===== config.mk =====
export PLATFORM = sky130hd
export DESIGN_NAME = countdown_timer_bank
export DESIGN_NICKNAME = d
export VERILOG_FILES = /design/src/rtl/tbk_pkg.sv /design/src/rtl/tbk_cd_cell.sv /design/src/rtl/tbk_trig_cell.sv /design/src/rtl/tbk_ctrl.sv /design/src/rtl/countdown_timer_bank.sv
export SDC_FILE = /design/constraint.sdc
export NUM_CORES = 1
export LEC_CHECK = 0
export ABC_AREA = 1
export BUFFER_PORTS_ARGS = -buffer_cell sky130_fd_sc_hd__buf_4
export CAP_MARGIN = 20
export CORE_ASPECT_RATIO = 1.75
export CORE_MARGIN = 1.5
export CORE_UTILIZATION = 45
export CTS_CLUSTER_SIZE = 24
export DETAILED_ROUTE_END_ITERATION = 16
export PLACE_DENSITY = 0.66
export SYNTH_ARGS = -nofsm -noshare
export SYNTH_HDL_FRONTEND = slang
export SYNTH_SLANG_ARGS = --single-unit

===== constraint.sdc =====
create_clock -name clk -period 3.7 [get_ports clk]
set_clock_uncertainty 0.05 [all_clocks]
set_input_delay 0.185 -clock clk [delete_from_list [all_inputs] [get_ports clk]]
set_output_delay 0.185 -clock clk [all_outputs]
set_load 0.005 [all_outputs]

===== src/rtl/tbk_pkg.sv =====
// ----------------------------------------------------------------------------
// tbk_pkg
// Shared types, codes and default sizes for the countdown timer bank.
// ----------------------------------------------------------------------------
package tbk_pkg;

    // default sizes
    localparam int NUM_COUNTDOWNS_DEF = 8;
    localparam int NUM_TRIGGERS_DEF   = 8;
    localparam int COUNT_BITS_DEF     = 16;

    // fixed field widths
    localparam int COMMAND_W     = 3;
    localparam int SLOT_INDEX_W  = 3;
    localparam int TIMEOUT_W     = 16;
    localparam int EVENT_KIND_W  = 2;
    localparam int EVENT_INDEX_W = 3;
    localparam int S_TDATA_W     = 24;
    localparam int M_TDATA_W     = 8;

    // command codes
    typedef enum logic [COMMAND_W-1:0] {
        CMD_TICK     = 3'd0,
        CMD_LOAD     = 3'd1,
        CMD_CLEAR    = 3'd2,
        CMD_TRIG_SET = 3'd3,
        CMD_TRIG_REM = 3'd4
    } cmd_t;

    // event kinds
    typedef enum logic [EVENT_KIND_W-1:0] {
        EV_DONE    = 2'd0,
        EV_EXPIRED = 2'd1,
        EV_FIRED   = 2'd2
    } event_kind_t;

    // controller states
    typedef enum logic [1:0] {
        ST_IDLE,
        ST_WALK,
        ST_DONE
    } state_t;

    // strobes from the controller to every cell
    typedef struct packed {
        logic dec;       // running tick accepted: decrement, inject token
        logic load;      // load command accepted
        logic clear;     // clear command accepted
        logic trig_set;  // register trigger accepted
        logic trig_rem;  // remove trigger accepted
        logic step;      // token moves one cell on
    } bank_ctl_t;

    // summary of the cell row for the controller
    typedef struct packed {
        logic hit;          // token cell has an event to report
        logic active;       // something stays active after a decrement
        logic cd_in_range;  // addressed countdown slot exists
        logic tr_in_range;  // addressed trigger slot exists
    } bank_sts_t;

endpackage


===== src/rtl/tbk_cd_cell.sv =====
// ----------------------------------------------------------------------------
// tbk_cd_cell
// One countdown slot: holds its count, flags expiry and passes the scan token.
// ----------------------------------------------------------------------------
module tbk_cd_cell
    import tbk_pkg::*;
#(
    parameter int COUNT_BITS = COUNT_BITS_DEF
)
(
    input  logic                 clk,
    input  logic                 rst_n,
    input  bank_ctl_t            ctl,
    input  logic                 sel,
    input  logic [TIMEOUT_W-1:0] timeout,
    input  logic                 token_in,
    output logic                 token_out,
    output logic                 hit,
    output logic                 stays_active
);

    localparam logic [31:0] COUNT_MAX = 32'((33'(1) << COUNT_BITS) - 33'(1));

    logic [COUNT_BITS-1:0] count_reg;
    logic [COUNT_BITS-1:0] count_next;
    logic                  expired_reg;
    logic                  expired_next;
    logic                  token_reg;
    logic                  token_next;
    logic [31:0]           timeout_ext;
    logic [COUNT_BITS-1:0] load_value;

    // saturate the timeout to the count range
    always_comb
    begin
        timeout_ext = 32'(timeout);
        if (timeout_ext > COUNT_MAX)
            load_value = COUNT_MAX[COUNT_BITS-1:0];
        else
            load_value = timeout_ext[COUNT_BITS-1:0];
    end

    // count and expiry flag
    always_comb
    begin
        count_next   = count_reg;
        expired_next = expired_reg;
        if (ctl.load && sel)
            count_next = load_value;
        else if (ctl.clear && sel)
            count_next = '0;
        else if (ctl.dec)
        begin
            expired_next = (count_reg == COUNT_BITS'(1));
            if (count_reg != '0)
                count_next = count_reg - COUNT_BITS'(1);
        end
    end

    // token moves on at walk start and at each step
    assign token_next = (ctl.dec || ctl.step) ? token_in : token_reg;

    always_ff @(posedge clk or negedge rst_n)
    begin
        if (!rst_n)
        begin
            count_reg   <= '0;
            expired_reg <= 1'b0;
            token_reg   <= 1'b0;
        end
        else
        begin
            count_reg   <= count_next;
            expired_reg <= expired_next;
            token_reg   <= token_next;
        end
    end

    assign token_out    = token_reg;
    assign hit          = token_reg && expired_reg;
    assign stays_active = (count_reg > COUNT_BITS'(1));

endmodule


===== src/rtl/tbk_trig_cell.sv =====
// ----------------------------------------------------------------------------
// tbk_trig_cell
// One trigger slot: holds its presence bit and passes the scan token.
// ----------------------------------------------------------------------------
module tbk_trig_cell
    import tbk_pkg::*;
(
    input  logic      clk,
    input  logic      rst_n,
    input  bank_ctl_t ctl,
    input  logic      sel,
    input  logic      token_in,
    output logic      token_out,
    output logic      hit,
    output logic      present
);

    logic present_reg;
    logic present_next;
    logic token_reg;
    logic token_next;

    // register and remove
    always_comb
    begin
        present_next = present_reg;
        if (ctl.trig_set && sel)
            present_next = 1'b1;
        else if (ctl.trig_rem && sel)
            present_next = 1'b0;
    end

    assign token_next = (ctl.dec || ctl.step) ? token_in : token_reg;

    always_ff @(posedge clk or negedge rst_n)
    begin
        if (!rst_n)
        begin
            present_reg <= 1'b0;
            token_reg   <= 1'b0;
        end
        else
        begin
            present_reg <= present_next;
            token_reg   <= token_next;
        end
    end

    assign token_out = token_reg;
    assign hit       = token_reg && present_reg;
    assign present   = present_reg;

endmodule


===== src/rtl/tbk_ctrl.sv =====
// ----------------------------------------------------------------------------
// tbk_ctrl
// Command decode, run flag, scan sequencer and output register.
// ----------------------------------------------------------------------------
module tbk_ctrl
    import tbk_pkg::*;
#(
    parameter int NUM_COUNTDOWNS = NUM_COUNTDOWNS_DEF,
    parameter int NUM_TRIGGERS   = NUM_TRIGGERS_DEF
)
(
    input  logic                     clk,
    input  logic                     rst_n,
    input  logic                     s_tvalid,
    output logic                     s_tready,
    input  logic [COMMAND_W-1:0]     command,
    output logic                     m_tvalid,
    input  logic                     m_tready,
    output logic [EVENT_KIND_W-1:0]  event_kind,
    output logic [EVENT_INDEX_W-1:0] event_index,
    output logic                     running,
    output logic                     last,
    output bank_ctl_t                ctl,
    input  bank_sts_t                sts
);

    localparam int TOTAL = NUM_COUNTDOWNS + NUM_TRIGGERS;
    localparam int IDX_W = $clog2(TOTAL);
    localparam logic [IDX_W-1:0] LAST_POS = IDX_W'(TOTAL - 1);

    state_t                   state_reg;
    state_t                   state_next;
    logic [IDX_W-1:0]         walk_idx_reg;
    logic [IDX_W-1:0]         walk_idx_next;
    logic                     running_reg;
    logic                     running_next;
    logic                     m_valid_reg;
    logic                     m_valid_next;
    event_kind_t              m_kind_reg;
    event_kind_t              m_kind_next;
    logic [EVENT_INDEX_W-1:0] m_index_reg;
    logic [EVENT_INDEX_W-1:0] m_index_next;
    logic                     m_last_reg;
    logic                     m_last_next;
    logic                     m_running_reg;
    logic                     m_running_next;
    cmd_t                     cmd;
    logic                     accept;
    logic                     can_emit;
    logic                     in_cd_part;
    logic [31:0]              pos32;

    assign cmd      = cmd_t'(command);
    assign s_tready = (state_reg == ST_IDLE);
    assign accept   = s_tvalid && s_tready;
    assign can_emit = !m_valid_reg || m_tready;

    // slot number of the token position within its own group
    assign in_cd_part = (32'(walk_idx_reg) < NUM_COUNTDOWNS);
    assign pos32      = in_cd_part ? 32'(walk_idx_reg)
                                   : 32'(walk_idx_reg) - 32'(NUM_COUNTDOWNS);

    // next state, cell strobes and output register loading
    always_comb
    begin
        state_next     = state_reg;
        walk_idx_next  = walk_idx_reg;
        running_next   = running_reg;
        m_valid_next   = m_valid_reg && !m_tready;
        m_kind_next    = m_kind_reg;
        m_index_next   = m_index_reg;
        m_last_next    = m_last_reg;
        m_running_next = m_running_reg;
        ctl            = '0;

        unique case (state_reg)
            ST_IDLE:
            begin
                if (accept)
                begin
                    state_next = ST_DONE;
                    unique case (cmd)
                        CMD_TICK:
                        begin
                            if (running_reg)
                            begin
                                ctl.dec       = 1'b1;
                                running_next  = sts.active;
                                walk_idx_next = '0;
                                state_next    = ST_WALK;
                            end
                        end
                        CMD_LOAD:
                        begin
                            ctl.load = 1'b1;
                            if (sts.cd_in_range)
                                running_next = 1'b1;
                        end
                        CMD_CLEAR:
                            ctl.clear = 1'b1;
                        CMD_TRIG_SET:
                        begin
                            ctl.trig_set = 1'b1;
                            if (sts.tr_in_range)
                                running_next = 1'b1;
                        end
                        CMD_TRIG_REM:
                            ctl.trig_rem = 1'b1;
                        default:
                        begin
                        end
                    endcase
                end
            end
            ST_WALK:
            begin
                // hold the token on a hit until the output register is free
                if (!sts.hit || can_emit)
                begin
                    ctl.step = 1'b1;
                    if (sts.hit)
                    begin
                        m_valid_next   = 1'b1;
                        m_kind_next    = in_cd_part ? EV_EXPIRED : EV_FIRED;
                        m_index_next   = pos32[EVENT_INDEX_W-1:0];
                        m_last_next    = 1'b0;
                        m_running_next = running_reg;
                    end
                    if (walk_idx_reg == LAST_POS)
                        state_next = ST_DONE;
                    else
                        walk_idx_next = walk_idx_reg + IDX_W'(1);
                end
            end
            ST_DONE:
            begin
                if (can_emit)
                begin
                    m_valid_next   = 1'b1;
                    m_kind_next    = EV_DONE;
                    m_index_next   = '0;
                    m_last_next    = 1'b1;
                    m_running_next = running_reg;
                    state_next     = ST_IDLE;
                end
            end
            default:
                state_next = ST_IDLE;
        endcase
    end

    always_ff @(posedge clk or negedge rst_n)
    begin
        if (!rst_n)
        begin
            state_reg    <= ST_IDLE;
            walk_idx_reg <= '0;
            running_reg  <= 1'b0;
            m_valid_reg  <= 1'b0;
        end
        else
        begin
            state_reg    <= state_next;
            walk_idx_reg <= walk_idx_next;
            running_reg  <= running_next;
            m_valid_reg  <= m_valid_next;
        end
    end

    // result payload
    always_ff @(posedge clk)
    begin
        m_kind_reg    <= m_kind_next;
        m_index_reg   <= m_index_next;
        m_last_reg    <= m_last_next;
        m_running_reg <= m_running_next;
    end

    assign m_tvalid    = m_valid_reg;
    assign event_kind  = m_kind_reg;
    assign event_index = m_index_reg;
    assign running     = m_running_reg;
    assign last        = m_last_reg;

    // a running tick always starts a scan
    a_tick_walks: assert property (@(posedge clk) disable iff (!rst_n)
        (accept && (cmd == CMD_TICK) && running_reg) |=> (state_reg == ST_WALK))
        else $error("running tick did not start a scan");

    // the token is only in the row while scanning
    a_no_stray_hit: assert property (@(posedge clk) disable iff (!rst_n)
        (state_reg != ST_WALK) |-> !sts.hit)
        else $error("event reported outside a scan");

    // the closing result follows a free output slot in the done state
    a_done_emits: assert property (@(posedge clk) disable iff (!rst_n)
        ((state_reg == ST_DONE) && can_emit) |=> (m_tvalid && last))
        else $error("closing result not loaded");

    // the scan position stays inside the row
    a_walk_range: assert property (@(posedge clk) disable iff (!rst_n)
        (state_reg == ST_WALK) |-> (walk_idx_reg <= LAST_POS))
        else $error("scan position beyond the last slot");

endmodule


===== src/rtl/countdown_timer_bank.sv =====
// ----------------------------------------------------------------------------
// countdown_timer_bank
// Bank of one-shot countdown slots and per-tick triggers with auto run/stop.
// ----------------------------------------------------------------------------
//  channel | direction | fields
//  s_*     | in        | tuser: command; tdata: slot_index, timeout
//  m_*     | out       | tuser: event_kind; tdata: event_index, running; tlast
//
//  Each command, and a tick while stopped, goes from idle to the done state,
//  which loads the closing beat once the output register is free and returns
//  to idle; s_tready is high only in idle. A tick while running first walks
//  a scan token along the cell row, one slot per cycle unless held on a hit.
//  Each event beat held back by m_tready stalls the token for that cycle.
//  Reset clears all counts, triggers and the run flag; no clearing pass.
// ----------------------------------------------------------------------------
module countdown_timer_bank
    import tbk_pkg::*;
#(
    parameter int NUM_COUNTDOWNS = NUM_COUNTDOWNS_DEF,
    parameter int NUM_TRIGGERS   = NUM_TRIGGERS_DEF,
    parameter int COUNT_BITS     = COUNT_BITS_DEF
)
(
    input  logic                    clk,
    input  logic                    rst_n,
    input  logic                    s_tvalid,
    output logic                    s_tready,
    input  logic [S_TDATA_W-1:0]    s_tdata,  // slot_index[2:0], timeout[18:3]
    input  logic [COMMAND_W-1:0]    s_tuser,  // command[2:0]
    output logic                    m_tvalid,
    input  logic                    m_tready,
    output logic [M_TDATA_W-1:0]    m_tdata,  // event_index[2:0], running[3]
    output logic [EVENT_KIND_W-1:0] m_tuser,  // event_kind[1:0]
    output logic                    m_tlast
);

    logic [SLOT_INDEX_W-1:0]  slot_index;
    logic [TIMEOUT_W-1:0]     timeout;
    logic [EVENT_INDEX_W-1:0] event_index;
    logic                     running;
    bank_ctl_t                ctl;
    bank_sts_t                sts;
    logic [NUM_COUNTDOWNS-1:0] cd_sel;
    logic [NUM_COUNTDOWNS-1:0] cd_tok;
    logic [NUM_COUNTDOWNS-1:0] cd_hit;
    logic [NUM_COUNTDOWNS-1:0] cd_act;
    logic [NUM_TRIGGERS-1:0]   tr_sel;
    logic [NUM_TRIGGERS-1:0]   tr_tok;
    logic [NUM_TRIGGERS-1:0]   tr_hit;
    logic [NUM_TRIGGERS-1:0]   tr_act;

    // unpack the input beat
    assign slot_index = s_tdata[SLOT_INDEX_W-1:0];
    assign timeout    = s_tdata[SLOT_INDEX_W +: TIMEOUT_W];

    // countdown cell row
    for (genvar i = 0; i < NUM_COUNTDOWNS; i++)
    begin : g_cd
        logic tok_in;
        assign cd_sel[i] = (32'(slot_index) == i);
        if (i == 0)
        begin : g_head
            assign tok_in = ctl.dec;
        end
        else
        begin : g_link
            assign tok_in = cd_tok[i-1];
        end
        tbk_cd_cell #(
            .COUNT_BITS (COUNT_BITS)
        ) u_cell (
            .clk          (clk),
            .rst_n        (rst_n),
            .ctl          (ctl),
            .sel          (cd_sel[i]),
            .timeout      (timeout),
            .token_in     (tok_in),
            .token_out    (cd_tok[i]),
            .hit          (cd_hit[i]),
            .stays_active (cd_act[i])
        );
    end

    // trigger cell row, fed by the last countdown cell
    for (genvar j = 0; j < NUM_TRIGGERS; j++)
    begin : g_tr
        logic tok_in;
        assign tr_sel[j] = (32'(slot_index) == j);
        if (j == 0)
        begin : g_head
            assign tok_in = cd_tok[NUM_COUNTDOWNS-1];
        end
        else
        begin : g_link
            assign tok_in = tr_tok[j-1];
        end
        tbk_trig_cell u_cell (
            .clk       (clk),
            .rst_n     (rst_n),
            .ctl       (ctl),
            .sel       (tr_sel[j]),
            .token_in  (tok_in),
            .token_out (tr_tok[j]),
            .hit       (tr_hit[j]),
            .present   (tr_act[j])
        );
    end

    // row summary
    assign sts.hit         = (|cd_hit) || (|tr_hit);
    assign sts.active      = (|cd_act) || (|tr_act);
    assign sts.cd_in_range = |cd_sel;
    assign sts.tr_in_range = |tr_sel;

    tbk_ctrl #(
        .NUM_COUNTDOWNS (NUM_COUNTDOWNS),
        .NUM_TRIGGERS   (NUM_TRIGGERS)
    ) u_ctrl (
        .clk         (clk),
        .rst_n       (rst_n),
        .s_tvalid    (s_tvalid),
        .s_tready    (s_tready),
        .command     (s_tuser),
        .m_tvalid    (m_tvalid),
        .m_tready    (m_tready),
        .event_kind  (m_tuser),
        .event_index (event_index),
        .running     (running),
        .last        (m_tlast),
        .ctl         (ctl),
        .sts         (sts)
    );

    // pack the output beat
    assign m_tdata = {{(M_TDATA_W - EVENT_INDEX_W - 1){1'b0}}, running, event_index};

endmodule


After elaboration in Yosys (flattened, before gate mapping) --
Index checks and enable logic that the tools add are counted.
Storage, ports and cells: bits in registers 175, bits of input ports 31, output and inout bits 13, word-level logic and storage cells 331
Operators by class: add/sub/neg operators 10, magnitude comparators 9, eq/ne operators 31, mux-type cells 95, bitwise gates (word level) 16, reductions and logical operators 122
Operators with widths (number):
- $mux W16 | 32
- $eq A16 B1 Y1 const B | 8
- $gt A16 B1 Y1 const B | 8
- $reduce_bool A16 Y1 | 8
- $sub A16 B1 Y16 const B | 8
- $logic_and A1 B1 Y1 | 50
- $reduce_bool A3 Y1 | 16
- $reduce_or A8 Y1 | 5
- $mux W1 | 35
- $reduce_and A3 Y1 | 8
- $reduce_bool A2 Y1 | 11
- $mux W4 | 5
- $mux W2 | 9
- $not A1 Y1 | 16
- $reduce_and A2 Y1 | 8
- $eq A3 B3 Y1 const B | 5
- $eq A3 B2 Y1 const B | 4
- $mux W3 | 4
- $reduce_and A4 Y1 | 3
- $mux W5 | 2
- $ne A2 B1 Y1 const B | 5
- $ne A2 B2 Y1 const B | 4
- $pmux W1 S2 | 4
- $pmux W4 S2 | 1
- other kinds (16) | 24

Logic depth before layout (Yosys ltp) --
Gate-level depths: netlist (run 1).
word-level depth 8, depth in mapped cells 12, mapped depth without buffers 11

Cells and area by module --
A second synthesis (run 1) with hierarchy kept.
Unflattened totals: cell total of the unflattened synthesis 1921, area, all modules 12518.3 sq um
Modules (own cells, without submodules):
- tbk_cd_cell (g_cd[0].u_cell ...) | instances 7, cells each 208, area an instance 1332.5 sq um, seq. area each 450.4 sq um
- tbk_cd_cell (g_cd[7].u_cell) | instances 1, cells each 208, area an instance 1333.8 sq um, seq. area each 450.4 sq um
- tbk_ctrl | instances 1, cells each 113, area an instance 917.1 sq um, seq. area each 410.4 sq um
- tbk_trig_cell | instances 8, cells each 12, area an instance 88.8 sq um, seq. area each 50.0 sq um
- countdown_timer_bank | instances 1, cells each 48, area an instance 229.0 sq um, seq. area each 0.0 sq um

Worst setup path after synthesis (run 1) --
Ideal clock, no wire load.
kind register to register, start point register u_ctrl.state_reg[0], end point register g_cd[7].u_cell.count_reg[13], library setup time 124 ps, data arrival time 1783 ps, data required time 3526 ps, setup slack 1744 ps, stages on the path, launching flop included 13, path buffers 1, clock period less this slack 1956 ps, cell sequence dfrtp_1 inv_1 ha_1 nand2_2 nor2_4 nand3_4 nand2_8 nand2_4 nand2_2 inv_2 buf_4 a21oi_1 a21oi_1
Between the ends: cells in the longest elaborated chain, start to end 7, elaborated cells between the ends (all ways) 11, classes of those cells mux: 4; reduce/logical: 7
RTL lines:
- start: declaration | line tbk_ctrl.sv:31 | state_t state_reg;
- start signal: assignment | line tbk_ctrl.sv:163 | state_reg <= state_next;
- $logic_not A2 Y1 * | line tbk_ctrl.sv:54 | assign s_tready = (state_reg == ST_IDLE);
- via s_tready | line countdown_timer_bank.sv:27 | output logic s_tready,
- $logic_and A1 B1 Y1 | line tbk_ctrl.sv:55 | assign accept = s_tvalid && s_tready;
- $mux W5 | line tbk_ctrl.sv:79 | if (accept)
- $mux W5 * | line tbk_ctrl.sv:76 | unique case (state_reg)
- $logic_and A1 B1 Y1 (on tied branches) | line tbk_cd_cell.sv:50, tbk_cd_cell.sv:48
- $reduce_bool A3 Y1 (no source line) or $mux W16 (tied branches)
- $reduce_and A2 Y1 (no source line) or $mux W16 (tied branches)
- end signal: assignment | line tbk_cd_cell.sv:73 | count_reg <= count_next;
- end: declaration | line tbk_cd_cell.sv:24 | logic [COUNT_BITS-1:0] count_reg;
Mark *: on every way through the listed nets, which the timed path passes. The rest lies on a longest branch. A chain may end at the register's enable or synchronous reset.

Worst setup path after layout (run 1) --
start point register u_ctrl.state_reg[0], end point register g_cd[5].u_cell.count_reg[7]
Between the ends: cells in the longest elaborated chain, start to end 7, elaborated cells between the ends (all ways) 11, classes of those cells mux: 4; reduce/logical: 7
RTL lines (line):
- $logic_not A2 Y1 * | tbk_ctrl.sv:54, tbk_ctrl.sv:76
- $logic_and A1 B1 Y1 | tbk_ctrl.sv:55
- $mux W5 | tbk_ctrl.sv:79
- $mux W5 * | tbk_ctrl.sv:76
- $logic_and A1 B1 Y1 (on tied branches) | tbk_cd_cell.sv:50, tbk_cd_cell.sv:48
- $reduce_bool A3 Y1 (no source line) or $mux W16 (tied branches)
- $reduce_and A2 Y1 (no source line) or $mux W16 (tied branches)
- end signal: assignment | tbk_cd_cell.sv:73
- end: declaration | tbk_cd_cell.sv:24
Every way passes the cells marked *; elsewhere a longest branch is shown, timed or not.

==> impl_metrics.tcl, run 1 <==
set metrics [dict create \
    final_cell_count_no_fill 1966 \
    dp.cells 1928 \
    hpwl_um 23400 \
    die_h_um 211 \
    cts_buffers 17 \
    viasPerCell 5.55 \
    seq_power_share_pct 38.9 \
    routabilityCongestion 0.909 \
    critical_path_buf_inv_count 2 \
    cp.depth 11 \
    ys_ff_latch 175 \
    routed_wl_um 32800 \
    worst-path-max-fanout 15 \
    worstPathRequired_ns 3.98 \
    comb_power_share_pct 38.3 \
    p_per_area_nw_per_um2 687 \
    critPathMaxStageDelay_ns 0.42 \
    crit_chain "inv_1, ha_1, nand2_2, nor2_4, nand3_4, nand2_8, nand2_1, nand2_1, inv_2, a21oi_1, a21oi_1" \
    clk_latency_ns 0.45 \
    num_vias 10900 \
    first_pass_iters 6 \
    syn_inst 1615 \
    postRouteAntennaNets 0 \
    avgSynthCellArea_sq_um 6.92 \
    status "complete, no violations" \
    rows 76 \
    fin_tns_setup_ns 0 \
    p_int_mw 5.00 \
    port_buffers 34 \
    drive_gt1_share_pct 7.01 \
    cts-root-buf "clkbuf_16" \
    worstHoldPathType "primary input to register" \
    synth_ff_type "dfrtp_1" \
    die_x_um 122 \
    netSwitchingPower_mw 3.47 \
    pre_cts_ws_ns 0.931 \
    clockBufferDepth 2 \
    setup_violations 0 \
    netlist-cell-type-count 43 \
    dr.first_iter.drc_count 805 \
    hold_path_depth 4 \
    swShare_pct 41.0 \
    wl_per_cell_um 16.7 \
    grt_use_total_pct 26.8 \
    n_antenna_cell 0 \
    crit_arrival_ns 3.06 \
    core-area_sq_um 24500 \
    vdd_drop_max_v 0.000383 \
    crit_start "u_ctrl.state_reg[0]$_DFFE_PN0P_" \
    cts_setup_buffers 0 \
    leakagePower_nw 6.08 \
    p_clk_share_pct 22.8 \
    htreeDepth 4 \
    final_nets 1692 \
    crit_path_start_kind "register" \
    clkTransAtPathRegs_ns 0.07 \
    reg2regPathDepth 11 \
    period_needed_ns 2.78 \
    fin_crit_sh_pct 75.0 \
    overflow 0 \
    async_flop_share_pct 96.0 \
    hold_viol 0 \
    design.die.area_sq_um 25800 \
    grt_max_degree 79 \
    worstSetupPathType "register to register" \
    max_freq_mhz 360 \
    drv_slew 0 \
    utilization_pct 50.3 \
    cts_tree "built" \
    grt_pass1_vias 10700 \
    drc 0 \
    syn_area_sq_um 11200 \
    final_common_cell "nand2_1" \
    maxCapViolCount 0 \
    cts.sinks 175 \
    largest_reg_flops 128 \
    area_growth_pct 10.5 \
    finalWorstSetupSlack_ns 0.924 \
    cp_top_family "simple AND/OR/NAND/NOR gates" \
    slew_headroom_pct 43.1 \
    whs_ns 0.0254 \
    synth_edf_count 7 \
    antenna_found_initial 0 \
    rsz0062_at_grt "no" \
    yosysWarnings 0 \
    synth_seq_area_share_pct 39.5 \
    rr_startpoint "u_ctrl.state_reg[0]$_DFFE_PN0P_" \
    worstMarginPinSlew_ns 0.850 \
    layout_common_cells "nand2_1 (419), nor2_1 (219), inv_1 (175), dfrtp_1 (168), nand3_1 (161)" \
    start_util_pct 45.5 \
    hold_start "s_tdata[2]" \
    crit_slowest_cell "nand2_1" \
    grt_pass1_wl_um 53600 \
    io_pins 44 \
    end_kind "register" \
]
-- worst min-delay path, cell delays in order --
cell and delay (ns):
buf_4 0.13, nor3_2 0.07, nand2_1 0.06, nand2_1 0.05
-- metal layers --
metal	track usage (%)	wire (um)	share of wire, %
met1	30.5	12800	39
met2	47.0	16400	50
met3	4.18	1610	4.9
met4	15.2	1870	5.7
met5	0	0	0
-- per-stage QoR --
stage	power (mW)	cell area, sq um
2_1_floorplan	5.71	11200
3_3_place_gp	6.46	11700
3_5_place_dp	6.54	11700
4_1_cts	8.51	12300
5_1_grt	9.22	12300
6_report	8.47	12300
-- worst paths after layout --
check	slack, ns	end
setup / recovery	0.92	g_cd[5].u_cell.count_reg[7]$_DFFE_PN0P_
setup reg to reg	0.92	g_cd[5].u_cell.count_reg[7]$_DFFE_PN0P_
hold / removal	0.03	g_tr[3].u_cell.present$_DFFE_PN0P_
hold reg to reg	0.45	g_cd[5].u_cell.expired_reg$_DFFE_PN0P_
max in group asynchronous	2.40	g_cd[5].u_cell.count_reg[8]$_DFFE_PN0P_
min in group asynchronous	0.28	g_cd[0].u_cell.count_reg[13]$_DFFE_PN0P_
-- synthesized netlist by cell type (8+ instances only) --
cell type  instances  area [sq um]
ha_1              20           250
inv_1            175           657
a21oi_1           84           420
xnor2_1           10          87.6
o22ai_1           29           181
buf_2             29           145
nand3_1          161           806
buf_4             10          75.1
nand4_1           25           156
o21ai_0          106           531
nand2_1          419          1570
inv_2              8          30.0
xor2_1            15           131
nand2_2           10          62.6
dfrtp_1          168          4200
a22oi_1           20           150
nor2_2             8          50.1
nor3_1            17          85.1
o211ai_1          16           120
a31oi_1           10          62.6
nor2_1           219           822
-- power by group through the flow --
stage	Sequential [mW]	Clock (mW)	Combinational (mW)
after floorplan	3.14	0	2.57
after global routing	3.40	2.04	3.78
after CTS	3.29	1.97	3.25
after global placement	3.30	0	3.16
after detailed placement	3.32	0	3.22
final	3.30	1.93	3.25
-- kinds of logic (layout without fill, tap and decap cells) --
group	after synthesis	after routing	synth area share (%)
XOR/XNOR	25	25	1.96
AO/OA/AOI/OAI	284	284	14.3
other	1	4	0.0336
multiplexers	1	1	0.0896
flip-flops	175	175	39.5
AND/OR/NAND/NOR	879	879	33.4
buffers and inverters	230	266	8.46
adder cells (fa/ha/maj)	20	20	2.24
-- final cells by class --
class / count / area [sq um]
clock inverter: 12 / 156
inverter: 183 / 687
clock buffer: 20 / 457
sequential: 175 / 4410
tap: 312 / 390
fill: 2519 / 12200
multi-input combinational: 1213 / 5820
timing repair buffer: 51 / 414
-- timing repair --
| action | in CTS | in global routing |
|---|---|---|
| gates resized for setup | 0 | 0 |
| hold buffers | 6 | 0 |
| hold endpoints to repair | 80 | 0 |
(Power assumes the default switching activity.)
==> run 2, diff against run 1 <==
--- a/config.mk
+++ b/config.mk
@@ -13,7 +13,7 @@
 export CORE_UTILIZATION = 45
 export CTS_CLUSTER_SIZE = 24
 export DETAILED_ROUTE_END_ITERATION = 16
-export PLACE_DENSITY = 0.66
+export PLACE_DENSITY = 0.68
 export SYNTH_ARGS = -nofsm -noshare
 export SYNTH_HDL_FRONTEND = slang
 export SYNTH_SLANG_ARGS = --single-unit
==> constraint.sdc (replaced) <==
create_clock -name clk -period 2.27 [get_ports clk]
set_clock_uncertainty 0.05 [all_clocks]
set_input_delay 0.1135 -clock clk [delete_from_list [all_inputs] [get_ports clk]]
set_output_delay 0.1135 -clock clk [all_outputs]
set_load 0.005 [all_outputs]
==> impl_metrics.tcl, run 2 (synthesized netlist as in run 1, its figures left out) <==
set metrics [dict create \
    status "complete, no violations" \
    grt_pass1_vias 10800 \
    worstPathRequired_ns 2.55 \
    drv_slew 0 \
    critical_path_buf_inv_count 2 \
    postRouteAntennaNets 0 \
    cts.sinks 175 \
    hpwl_um 24400 \
    htreeDepth 4 \
    maxCapViolCount 0 \
    num_vias 11100 \
    crit_start "g_cd[3].u_cell.count_reg[0]$_DFFE_PN0P_" \
    rrSetupSlack_ns 0.16 \
    fillers 2433 \
    crit_slowest_cell "dfrtp_1" \
    antenna_found_initial 0 \
    critPathMaxStageDelay_ns 0.40 \
    grt_use_met2_pct 48.3 \
    worstSetupPathType "register to register" \
    largest_reg_flops 128 \
    holdPathEnd "g_cd[0].u_cell.count_reg[11]$_DFFE_PN0P_" \
    rsz0062_at_grt "no" \
    cp.depth 10 \
    period_needed_ns 2.11 \
    slew_headroom_pct 60.8 \
    grt_use_total_pct 27.1 \
    core-area_sq_um 24500 \
    reg2regPathDepth 10 \
    worstHoldPathType "primary input to register" \
    port_buffers 34 \
    viasPerCell 5.54 \
    overflow 0 \
    met3_usage_pct 5.04 \
    crit_path_start_kind "register" \
    worst-path-max-fanout 12 \
    hold_path_depth 3 \
    cp_top_family "simple AND/OR/NAND/NOR gates" \
    worstMarginPinSlew_ns 0.586 \
    cts_buffers 17 \
    final_nets 1735 \
    area_growth_pct 13.9 \
    routed_wl_um 33400 \
    start_util_pct 45.5 \
    dp.cells 1964 \
    fin_crit_sh_pct 93.0 \
    die_h_um 211 \
    routabilityCongestion 0.921 \
    crit_arrival_ns 2.39 \
    setup_violations 0 \
    final_common_cell "nand2_1" \
    busiest_layer "met2" \
    dr.first_iter.drc_count 819 \
    cpMostUsedCell "nand2_1" \
    first_pass_iters 6 \
    io_pins 44 \
    fin_tns_setup_ns 0 \
    design.die.area_sq_um 25800 \
    met1_usage_pct 30.6 \
    wl_per_cell_um 16.6 \
    drive_gt1_share_pct 9.19 \
    leakagePower_nw 6.31 \
    crit_chain "inv_1, ha_1, nand2_1, nor2_1, nand2_1, nand2_1, nand2_2, buf_4, o21ai_0, o21ai_0" \
    end_kind "register" \
    grt_pass1_wl_um 54100 \
    cts_setup_buffers 0 \
    cts_tree "built" \
    clockBufferDepth 2 \
    die_x_um 122 \
    vdd_drop_max_v 0.000601 \
    drc 0 \
    max_freq_mhz 473 \
    grt_max_degree 53 \
    rr_startpoint "g_cd[3].u_cell.count_reg[0]$_DFFE_PN0P_" \
    clkTransAtPathRegs_ns 0.07 \
    rows 76 \
    layout_common_cells "nand2_1 (416), nor2_1 (218), inv_1 (175), dfrtp_1 (168), nand3_1 (161)" \
    reg2reg_to "g_cd[3].u_cell.count_reg[1]$_DFFE_PN0P_" \
    cts-root-buf "clkbuf_16" \
    final_cell_count_no_fill 2010 \
    p_per_area_nw_per_um2 1090 \
    clk_latency_ns 0.46 \
    hold_viol 0 \
    hold_start "s_tdata[14]" \
]
[run 2: area by class of cell]
cell class	instances	area (sq um)	area share, %
Antenna cell	1	2.50	0.0197
Multi-Input combinational cell	1213	5860	46.0
Inverter	183	689	5.42
Clock inverter	12	136	1.07
Timing Repair Buffer	94	779	6.12
Clock buffer	20	457	3.59
Sequential cell	175	4410	34.7
Tap cell	312	390	3.07
[run 2: what timing repair did]
action,in CTS,in global routing
hold endpoints to repair,75,0
hold buffers,13,0
setup endpoints to repair,0,50
gates resized for setup,0,11
[run 2: per-stage QoR]
step	total power [mW]	worst slack (ns)	cell area [sq um]	utilization, %	hold slack (ns)
2_1_floorplan	9.30	0.314	11200	-	-0.232
3_3_place_gp	10.6	0.163	12000	48.8	0.0418
3_5_place_dp	10.8	0.107	12000	48.8	0.0465
4_1_cts	13.9	0.0943	12700	51.7	0.00264
5_1_grt	15.0	0.00464	12700	51.9	0.0144
6_report	13.9	0.158	12700	51.9	0.0161
[run 2: layer usage]
metal  up-vias  wire length, um
met1      5291            13000
met4         0             1450
met2       331            17400
met3        82             1580
li1       5435                -
met5         -                0
[run 2: worst register-to-register path, delay by kind of cell (launching register included)]
| family | cells | cell delay [ns] |
|---|---|---|
| AOI/OAI and AO/OA | 2 | 0.19 |
| adders and majority gates | 1 | 0.23 |
| buffers and inverters | 2 | 0.32 |
| DFF | 1 | 0.40 |
| and+or+nand+nor | 5 | 0.80 |
[run 2: how the worst max path moves through the flow]
stage	end	slack [ns]
global placement	g_cd[5].u_cell.count_reg[7]$_DFFE_PN0P_	0.16
CTS	g_cd[5].u_cell.count_reg[7]$_DFFE_PN0P_	0.09
finish	g_cd[3].u_cell.count_reg[1]$_DFFE_PN0P_	0.16
global route	g_cd[5].u_cell.count_reg[7]$_DFFE_PN0P_	0.005
detailed placement	g_cd[5].u_cell.count_reg[7]$_DFFE_PN0P_	0.11
floorplan	g_cd[7].u_cell.count_reg[13]$_DFFE_PN0P_	0.31
[run 2: power breakdown]
group	switching (mW)	internal, mW	leakage (nW)
Sequential	1.12	4.26	2.15
Clock	1.33	1.69	0.283
Combinational	3.29	2.19	3.87
==> run 3, diff against run 2 <==
--- a/config.mk
+++ b/config.mk
@@ -5,7 +5,6 @@
 export SDC_FILE = /design/constraint.sdc
 export NUM_CORES = 1
 export LEC_CHECK = 0
-export ABC_AREA = 1
 export BUFFER_PORTS_ARGS = -buffer_cell sky130_fd_sc_hd__buf_4
 export CAP_MARGIN = 20
 export CORE_ASPECT_RATIO = 1.75
==> impl_metrics.tcl, run 3 <==
set metrics [dict create \
    status "complete, no violations" \
    maxCapViolCount 0 \
    end_kind "register" \
    worst-path-max-fanout 3 \
    dp.cells 1724 \
    synth_commonest_cells "dfrtp_1 (168), nand2_1 (150), nor2_1 (116)" \
    crit_slowest_cell "or4_4" \
    critical_path_buf_inv_count 0 \
    area_growth_pct 21.4 \
    rsz0062_at_grt "yes" \
    worstSetupPathType "register to register" \
    crit_arrival_ns 2.46 \
    synth_seq_area_share_pct 38.8 \
    leakagePower_nw 6.01 \
    slew_headroom_pct 60.5 \
    viasPerCell 6.44 \
    final_cell_count_no_fill 1775 \
    final_nets 1501 \
    hold_start "s_tdata[9]" \
    cts_buffers 17 \
    netlist-cell-type-count 91 \
    rrSetupSlack_ns 0.06 \
    die_h_um 213 \
    max_freq_mhz 452 \
    total_power_mw 14.0 \
    yosysWarnings 0 \
    wl_per_cell_um 20.5 \
    synth.largest_area_cell "dfrtp_1" \
    worstMarginPinSlew_ns 0.588 \
    synth_area_leaders "dfrtp_1 (37%), nand2_1 (4.9%), a21oi_1 (4.4%), nor2_1 (3.8%), o21ai_0 (3.3%)" \
    drive_gt1_share_pct 19.5 \
    largest_reg_flops 128 \
    port_buffers 34 \
    num_vias 11400 \
    cp_top_family "simple AND/OR/NAND/NOR gates" \
    htreeDepth 4 \
    layout_common_cells "dfrtp_1 (168), buf_4 (156), nand2_1 (149), nor2_1 (115), a21oi_1 (99)" \
    rr_startpoint "g_cd[2].u_cell.count_reg[10]$_DFFE_PN0P_" \
    hold_viol 0 \
    worstPathRequired_ns 2.52 \
    placed_cell_area_sq_um 12800 \
    cts_tree "built" \
    hpwl_um 25800 \
    whs_ns 0.0275 \
    cts.sinks 175 \
    drv_slew 0 \
    grt_max_degree 54 \
    clockBufferDepth 2 \
    design_area_sq_um 13800 \
    synth.top_cell.area_share_pct 36.9 \
    p_per_area_nw_per_um2 1010 \
    overflow 0 \
    dr.first_iter.drc_count 802 \
    grt_use_total_pct 28.5 \
    drc 0 \
    start_util_pct 46.1 \
    async_flop_share_pct 96.0 \
    critPathMaxStageDelay_ns 0.54 \
    synth_edf_count 7 \
    n_antenna_cell 0 \
    first_pass_iters 5 \
    synth_ff_type "dfrtp_1" \
    fillers 2233 \
    multiInputGateArea_sq_um 6630 \
    cts-root-buf "clkbuf_16" \
    grt_pass1_wl_um 58100 \
    vdd_drop_max_v 0.000648 \
    core-area_sq_um 24700 \
    clkTransAtPathRegs_ns 0.07 \
    synth_most_common_cell "dfrtp_1" \
    grt_pass1_vias 11200 \
    crit_path_start_kind "register" \
    clk_latency_ns 0.46 \
    routabilityCongestion 0.946 \
    final_common_cell "dfrtp_1" \
    antenna_found_initial 0 \
    fin_crit_sh_pct 97.4 \
    routed_wl_um 36400 \
    syn_inst 1330 \
    design.die.area_sq_um 26300 \
    rows 76 \
    ys_ff_latch 175 \
    crit_chain "or3_1, nand4bb_4, or4_4, nor4_2, a41oi_1" \
    period_needed_ns 2.21 \
    avgSynthCellArea_sq_um 8.56 \
    crit_start "g_cd[2].u_cell.count_reg[10]$_DFFE_PN0P_" \
    worstHoldPathType "primary input to register" \
    ff_latch_area_sq_um 4410 \
    io_pins 44 \
    die_x_um 123 \
    setup_violations 0 \
    postRouteAntennaNets 0 \
    syn_area_sq_um 11400 \
]
## run 3: cell types whose count changed in the layout (fill, tap and decap cells not counted), moves of 34 or more
| cell | change |
|---|---|
| buf_4 | +79 |
| inv_1 | -143 |
| nand2_1 | -267 |
| nand3_1 | -134 |
| nor2_1 | -103 |
| o21ai_0 | -34 |
## run 3: cells by family (layout without fill, tap and decap cells)
| family | after synthesis | count (layout) | share of synthesized area (%) |
|---|---|---|---|
| fa+ha+maj | 20 | 20 | 2.20 |
| flops | 175 | 175 | 38.8 |
| other cells | 1 | 4 | 0.0329 |
| mux | 5 | 5 | 0.439 |
| buf+inv | 124 | 254 | 4.87 |
| compound gates | 473 | 473 | 28.8 |
| xor+xnor | 1 | 1 | 0.0769 |
| simple gates | 531 | 531 | 24.8 |
## run 3: final timing paths
path | cells past startpoint | end
worst max-delay path | 5 | u_ctrl.running_reg$_DFFE_PN0P_
worst min-delay path | 3 | g_cd[4].u_cell.count_reg[6]$_DFFE_PN0P_
worst max register to register | 5 | u_ctrl.running_reg$_DFFE_PN0P_
worst min register to register | 2 | g_cd[1].u_cell.expired_reg$_DFFE_PN0P_
max in group asynchronous | 3 | g_cd[4].u_cell.count_reg[12]$_DFFE_PN0P_
min in group asynchronous | 2 | g_cd[1].u_cell.count_reg[13]$_DFFE_PN0P_
## run 3: where the power goes
part	internal (mW)	leakage, nW	switching [mW]	total [mW]
Combinational	2.65	3.41	3.36	6.01
Sequential	3.98	2.29	0.802	4.78
Clock	1.96	0.313	1.28	3.24
Total	8.59	6.01	5.45	14.0
## run 3: layout make-up
| class | instances | area share (%) |
|---|---|---|
| Sequential cell | 175 | 31.9 |
| Tap cell | 312 | 2.82 |
| Clock buffer | 23 | 3.53 |
| Timing Repair Buffer | 189 | 11.8 |
| Inverter | 33 | 0.896 |
| Clock inverter | 9 | 1.12 |
| Multi-Input combinational cell | 1034 | 47.9 |
## run 3: layer usage
metal	up-vias	routed length (um)	track usage (%)	part of all wire, %
met4	0	1700	14.1	4.7
met3	100	1650	5.00	4.5
li1	5323	-	-	-
met2	372	18900	51.1	52
met5	-	0	0	0
met1	5642	14100	32.2	39
## run 3: through the flow
step / setup TNS, ns / worst slack, ns / utilization, %
detailed placement: -0.121 / -0.106 / 51.8
global placement: 0 / 0.00332 / 51.8
finish: 0 / 0.0579 / 55.9
global route: -0.0623 / -0.0456 / 55.9
floorplan: -0.00872 / -0.00668 / -
CTS: 0 / 0.00430 / 55.2
## run 3: repair_timing
item	in CTS	in global routing
pin swaps	0	5
hold buffers	17	0
buffers inserted	0	2
gates cloned	0	0
setup endpoints to repair	11	103
endpoints found under the hold margin	87	0
gates resized for setup	5	38
## run 3: worst reg2reg max path: cells and delay by family (launching register included)
| family | cells | cell delay [ns] |
|---|---|---|
| DFF | 1 | 0.37 |
| AOI/OAI and AO/OA | 1 | 0.17 |
| and+or+nand+nor | 4 | 1.46 |
